===== config.mk =====
export PLATFORM = sky130hd
export DESIGN_NAME = tpa_back
export DESIGN_NICKNAME = d
export VERILOG_FILES = /design/src/design/tpa_pkg.sv /design/src/design/tpa_back.sv
export SDC_FILE = /design/constraint.sdc
export NUM_CORES = 2
export LEC_CHECK = 0
export BUFFER_PORTS_ARGS = -buffer_cell sky130_fd_sc_hd__buf_2
export CAP_MARGIN = 10
export CORE_ASPECT_RATIO = 0.7
export CORE_UTILIZATION = 35
export CTS_BUF_LIST = sky130_fd_sc_hd__clkbuf_4 sky130_fd_sc_hd__clkbuf_8
export CTS_CLUSTER_SIZE = 24
export DETAILED_ROUTE_END_ITERATION = 8
export PLACE_DENSITY_LB_ADDON = 0.05
export RECOVER_POWER = 25
export SYNTH_ARGS = -nofsm -noshare
export SYNTH_HDL_FRONTEND = slang
export SYNTH_SLANG_ARGS = --single-unit
export TNS_END_PERCENT = 100

===== constraint.sdc =====
create_clock -name clk -period 17.8 [get_ports clk]
set_input_delay 1.78 -clock clk [delete_from_list [all_inputs] [get_ports clk]]
set_output_delay 1.78 -clock clk [all_outputs]
set_load 0.01 [all_outputs]

===== src/design/tpa_pkg.sv =====
// Shared types and constants for the triangle plane and area unit.
package tpa_pkg;

  localparam int NUM_AXES = 3;

  // Pipeline control that every section receives from the top level.
  typedef struct packed {
    logic adv;
  } tpa_ctl_t;

endpackage


===== src/design/tpa_back.sv =====
// Back section: signed normal, plane offset rounding and saturation, area.
module tpa_back import tpa_pkg::*; #(
  parameter int CW  = 24,
  parameter int NFB = 16
) (
  input  logic                                    clk,
  input  logic                                    rst_n,
  input  tpa_ctl_t                                ctl,
  input  logic                                    vld_i,
  input  logic [4*CW+5:0]                         s_i,
  input  logic [2*CW+2:0]                         root_i,
  input  logic [NUM_AXES-1:0][NFB+1:0]            k_i,
  input  logic [NUM_AXES-1:0]                     neg_i,
  input  logic [NUM_AXES-1:0][CW-1:0]             v1_i,
  output logic                                    vld_o,
  output logic [NUM_AXES-1:0][NFB+1:0]            nrm_o,
  output logic [CW:0]                             offset_o,
  output logic [2*CW:0]                           area_o,
  output logic                                    deg_o
);

  localparam int NW  = NFB + 2;
  localparam int PRW = NW + CW;
  localparam int DW  = PRW + 2;
  localparam int RW  = 2 * CW + 3;
  localparam int AW  = 2 * CW + 1;
  localparam int OW  = CW + 1;

  localparam logic [RW-1:0] AREA_MAX = RW'({AW{1'b1}});
  localparam logic [DW-1:0] POS_MAX  = (DW'(1) << CW) - DW'(1);
  localparam logic [DW-1:0] NEG_MAX  = DW'(1) << CW;
  localparam logic [DW-1:0] HALF     = DW'(1) << (NFB - 1);

  logic signed [NW-1:0]  n_r [NUM_AXES];
  logic signed [NW-1:0]  ny_r [NUM_AXES];
  logic signed [NW-1:0]  nz_r [NUM_AXES];
  logic signed [NW-1:0]  no_r [NUM_AXES];
  logic signed [NW-1:0]  n_nxt [NUM_AXES];
  logic signed [CW-1:0]  v1_r [NUM_AXES];
  logic signed [PRW-1:0] prod_r [NUM_AXES];
  logic [RW:0]           r1;
  logic [RW-1:0]         ahalf;
  logic [AW-1:0]         area_nxt, area_x_r, area_y_r, area_z_r, area_r;
  logic                  deg_nxt, deg_x_r, deg_y_r, deg_z_r, deg_r;
  logic signed [DW-1:0]  sdot;
  logic [DW-1:0]         u_r, u_nxt;
  logic                  spos_r;
  logic [DW-1:0]         d, dmax, dsat;
  logic                  dneg;
  logic [DW-1:0]         off_w;
  logic [OW-1:0]         off_r;
  logic [3:0]            vld_r;

  always_comb begin
    deg_nxt = (s_i == '0);
    for (int i = 0; i < NUM_AXES; i++) begin
      if (deg_nxt) begin
        n_nxt[i] = '0;
      end else if (neg_i[i]) begin
        n_nxt[i] = $signed(NW'(0) - k_i[i]);
      end else begin
        n_nxt[i] = $signed(k_i[i]);
      end
    end
    // Half the length, rounded up from the integer root.
    r1       = {1'b0, root_i} + (RW+1)'(1);
    ahalf    = r1[RW:1];
    area_nxt = (ahalf > AREA_MAX) ? {AW{1'b1}} : ahalf[AW-1:0];
  end

  always_comb begin
    sdot = DW'(prod_r[0]) + DW'(prod_r[1]) + DW'(prod_r[2]);
    u_nxt = sdot[DW-1] ? DW'(-sdot) : DW'(sdot);
  end

  // The offset is minus the dot product, so a positive sum gives a negative offset unless it rounds to zero.
  always_comb begin
    d     = (u_r + HALF) >> NFB;
    dneg  = spos_r && (d != '0);
    dmax  = dneg ? NEG_MAX : POS_MAX;
    dsat  = (d > dmax) ? dmax : d;
    off_w = dneg ? (DW'(0) - dsat) : dsat;
  end

  always_ff @(posedge clk) begin
    if (!rst_n) begin
      vld_r <= '0;
    end else if (ctl.adv) begin
      vld_r <= {vld_r[2:0], vld_i};
    end
  end

  always_ff @(posedge clk) begin
    if (ctl.adv) begin
      for (int i = 0; i < NUM_AXES; i++) begin
        n_r[i]    <= n_nxt[i];
        v1_r[i]   <= $signed(v1_i[i]);
        prod_r[i] <= PRW'(n_r[i]) * PRW'(v1_r[i]);
        ny_r[i]   <= n_r[i];
        nz_r[i]   <= ny_r[i];
        no_r[i]   <= nz_r[i];
      end
      area_x_r <= area_nxt;
      area_y_r <= area_x_r;
      area_z_r <= area_y_r;
      area_r   <= area_z_r;
      deg_x_r  <= deg_nxt;
      deg_y_r  <= deg_x_r;
      deg_z_r  <= deg_y_r;
      deg_r    <= deg_z_r;
      u_r      <= u_nxt;
      spos_r   <= !sdot[DW-1] && (sdot != '0);
      off_r    <= off_w[OW-1:0];
    end
  end

  always_comb begin
    for (int i = 0; i < NUM_AXES; i++) begin
      nrm_o[i] = no_r[i];
    end
  end

  assign vld_o    = vld_r[3];
  assign offset_o = off_r;
  assign area_o   = area_r;
  assign deg_o    = deg_r;

endmodule

==> summary.md <==
| Metric | Value |
|---|---|
| CP Data Required Time | 18.38 ns |
| Crit start category | flop |
| Final ANT Viol Nets | 0 |
| Distinct cells, synth | 87 |
| Post-synth EDFFs | ~670 |
| Final hold viol count | 0 |
| Fraction of layout cells with a size suffix above 1 | 9.19% |
| Gr usage total | 19.0% |
| Fin crit share | 50.2% |
| Synthesized area | 0.0746 mm2 |
| Syn Nets | 9,134 |
| Avg Cell Area, Syn | 10.4 um2 |
| Max cap viols | 28 |
| Final Setup Violations | 0 |
| Detailed Place HPWL | 157 mm |
| RSZ-0062 raised after global routing | no |
| # clock sinks | 673 |
| Ys async rst share | 0% |
| Mapped Cells | 7,152 |
| CTS tree | done |
| Vias | 49,200 |
| Top_reg_cell synth | edfxtp_1 |
| DRC violations left | 0 |
| Arr. time, crit path | 9.51 ns |
| Vias in the first global route | 51,500 |
| Rows | 141 |
| Grt ovf | 0 |
| Max-slew violation count | 728 |
| CP Max Fanout | 25 |
| CTS H-Tree Depth | 3 |
| Post-placement cell count | 10,200 |
| Fin cells | 10,400 |
| Initial core utilization | 35.3% |
| Total die area | between 0.2 and 0.25 mm2 |
| DRT iter0 DRCs | 2,886 |
| Number of vias per cell | around 4.7 |
| CTS clk-pin slew, worst paths | 0.07 ns |
| Worst slew pin tran | 1.96 ns |
| Failing checks | max-capacitance violations, max-slew violations |
| # port buffers | 415 |
| Final Critical Period | 8.93 ns |
| Setup tns final | 0 ns |
| Routability Congestion | 0.836 |
| Post-CTS Setup Repair Bufs | 0 |
| Final #Nets | 9,472 |
| Register bit count reported by yosys | 673 |
| Hold path cells | 0 |
| Clk_skew | 0.0709 ns |
| Layout fillers | 21,200 |
| Max clock buf depth | 3 |
| Largest net degree at the start of global routing | 88 |
| Worst slew margin | -30.7% |
| Hold buffers post-CTS | 0 |
| Post-CTS sizing | 0 |
| Syn. warnings | 0 |
| Hold crit path type | reg2reg |
| WS Path Type | reg2reg |
| First-pass GRT wire length | between 300 and 400 mm |
| WL per Instance | ~19 um |
| Final wirelength | 199 mm |
| Area Growth Syn to Fin | 9.88% |
| Clk_lat worst skew | around 0.88 ns |
| Reg2Reg Depth | 25 |
| Root Driver | clkbuf_8 |
| TritonCTS Buffers | approximately 120 |
| # IOs | roughly 420 |
| FMAX | 112 MHz |
| Die height | roughly 390 um |
| 1st-pass router iterations | 5 |
| Status | complete, but fails checks |
| Core ar. | 0.211 mm2 |
| Initial antenna violation count | 10 |
| Sequential share of the synthesized area | between 20% and 30% |
| Die Wd | 554 um |
| Critical Path Sink Type | flop |
-- synth_stat cells, types with 95 or more instances --
cell / number / area, um2
inv_1: 1549 / 5810
fa_1: 1318 / 26400
nand2_1: 985 / 3700
edfxtp_1: 669 / 20100
and2_1: 460 / 2880
ha_1: 378 / 4730
clkbuf_1: 261 / 980
nor2_1: 256 / 961
xnor2_1: 184 / 1610
a21oi_1: 137 / 686
xor2_1: 115 / 1010
o21ai_0: 95 / 475
-- critical path: stages (launching register included) --
cell,delay (ns)
edfxtp_1,0.33
clkbuf_1,1.07
nand2_1,0.21
fa_1,0.52
fa_1,0.55
inv_1,0.04
ha_1,0.29
fa_1,0.51
inv_1,0.05
fa_1,0.54
inv_1,0.05
fa_1,0.44
ha_1,0.24
or4_1,0.54
a211oi_1,0.26
nor2_1,0.13
a311oi_1,0.60
a21oi_1,0.36
o211ai_1,0.42
a31oi_1,0.27
a41o_1,0.33
o211a_1,0.25
a21bo_2,0.22
nor2_1,0.15
a22oi_1,0.10
xor2_1,0.16
-- routing by layer --
metal	up-vias	share of wire, %	track usage, %
li1	22800	-	-
met1	25200	53	30.5
met2	1032	41	26.7
met3	169	5.3	3.09
met4	6	1.7	3.34
met5	-	0.021	0
-- registers in the layout (all words and copies together) (netlist names) --
name,cells
deg_x_r,1
area_z_r,49
nz_r,54
deg_z_r,1
area_o,49
prod_r,126
area_y_r,49
u_r,29
area_x_r,49
deg_o,1
deg_y_r,1
no_r,54
offset_o,25
ny_r,54
spos_r,1
vld_r,4
n_r,54
v1_r,72
-- stage by stage --
step	instance area, um2	hold WS (ns)	worst slack, ns	util [%]
3_3_place_gp	79700	0.400	9.08	37.7
5_1_grt	82000	0.391	7.96	38.8
4_1_cts	82100	0.387	8.92	38.8
2_1_floorplan	74600	0.400	10.48	-
6_report	82000	0.397	8.87	38.8
3_5_place_dp	79700	0.405	8.90	37.7
-- cells in the final DEF, fill, tap and decap left out, types with 43 or more instances in the layout --
cell	n
a21oi_1	137
nand3_1	69
and2_1	459
xor2_1	115
nand2b_1	43
o21ai_0	95
nor4_1	44
clkbuf_8	118
buf_4	44
inv_1	1549
nor2_1	256
xnor2_1	184
buf_2	413
edfxtp_1	669
nand2_1	985
fa_1	1318
nor3_1	51
a21o_1	56
ha_1	378
-- cell type report --
type	instances	area [um2]	area share [%]
clock inverter	67	559	0.682
clock buffer	145	1830	2.23
inverter	1552	5830	7.11
multi-input combinational	4648	47500	58.0
tap	2788	3490	4.26
sequential	673	20200	24.6
antenna	9	22.5	0.0275
timing repair buffer	497	2560	3.12
-- worst paths after layout --
kind                            slack (ns)                    start                 endpoint
worst min-delay path                  0.40   area_z_r[29]$_DFFE_PP_     area_o[29]$_DFFE_PP_
worst min register to register        0.40   area_z_r[29]$_DFFE_PP_     area_o[29]$_DFFE_PP_
worst max register to register        8.87  n_r[0][0]$_SDFFCE_PP0P_  prod_r[0][40]$_DFFE_PP_
worst max-delay path                  8.87  n_r[0][0]$_SDFFCE_PP0P_  prod_r[0][40]$_DFFE_PP_
-- cell families after synthesis --
logic type	count (synthesis)	synth area share (%)
and+or+nand+nor	2102	13.4
AOI/OAI and AO/OA	533	4.77
xor gates and xnor gates	300	3.53
muxes	17	0.252
adders and majority gates	1696	41.7
buffers and inverters	1831	9.29
DFF	673	27.0
Power is left out: the tool's default activity adds up to more than one toggle a clock period on the data nets, which glitch-free logic cannot reach.
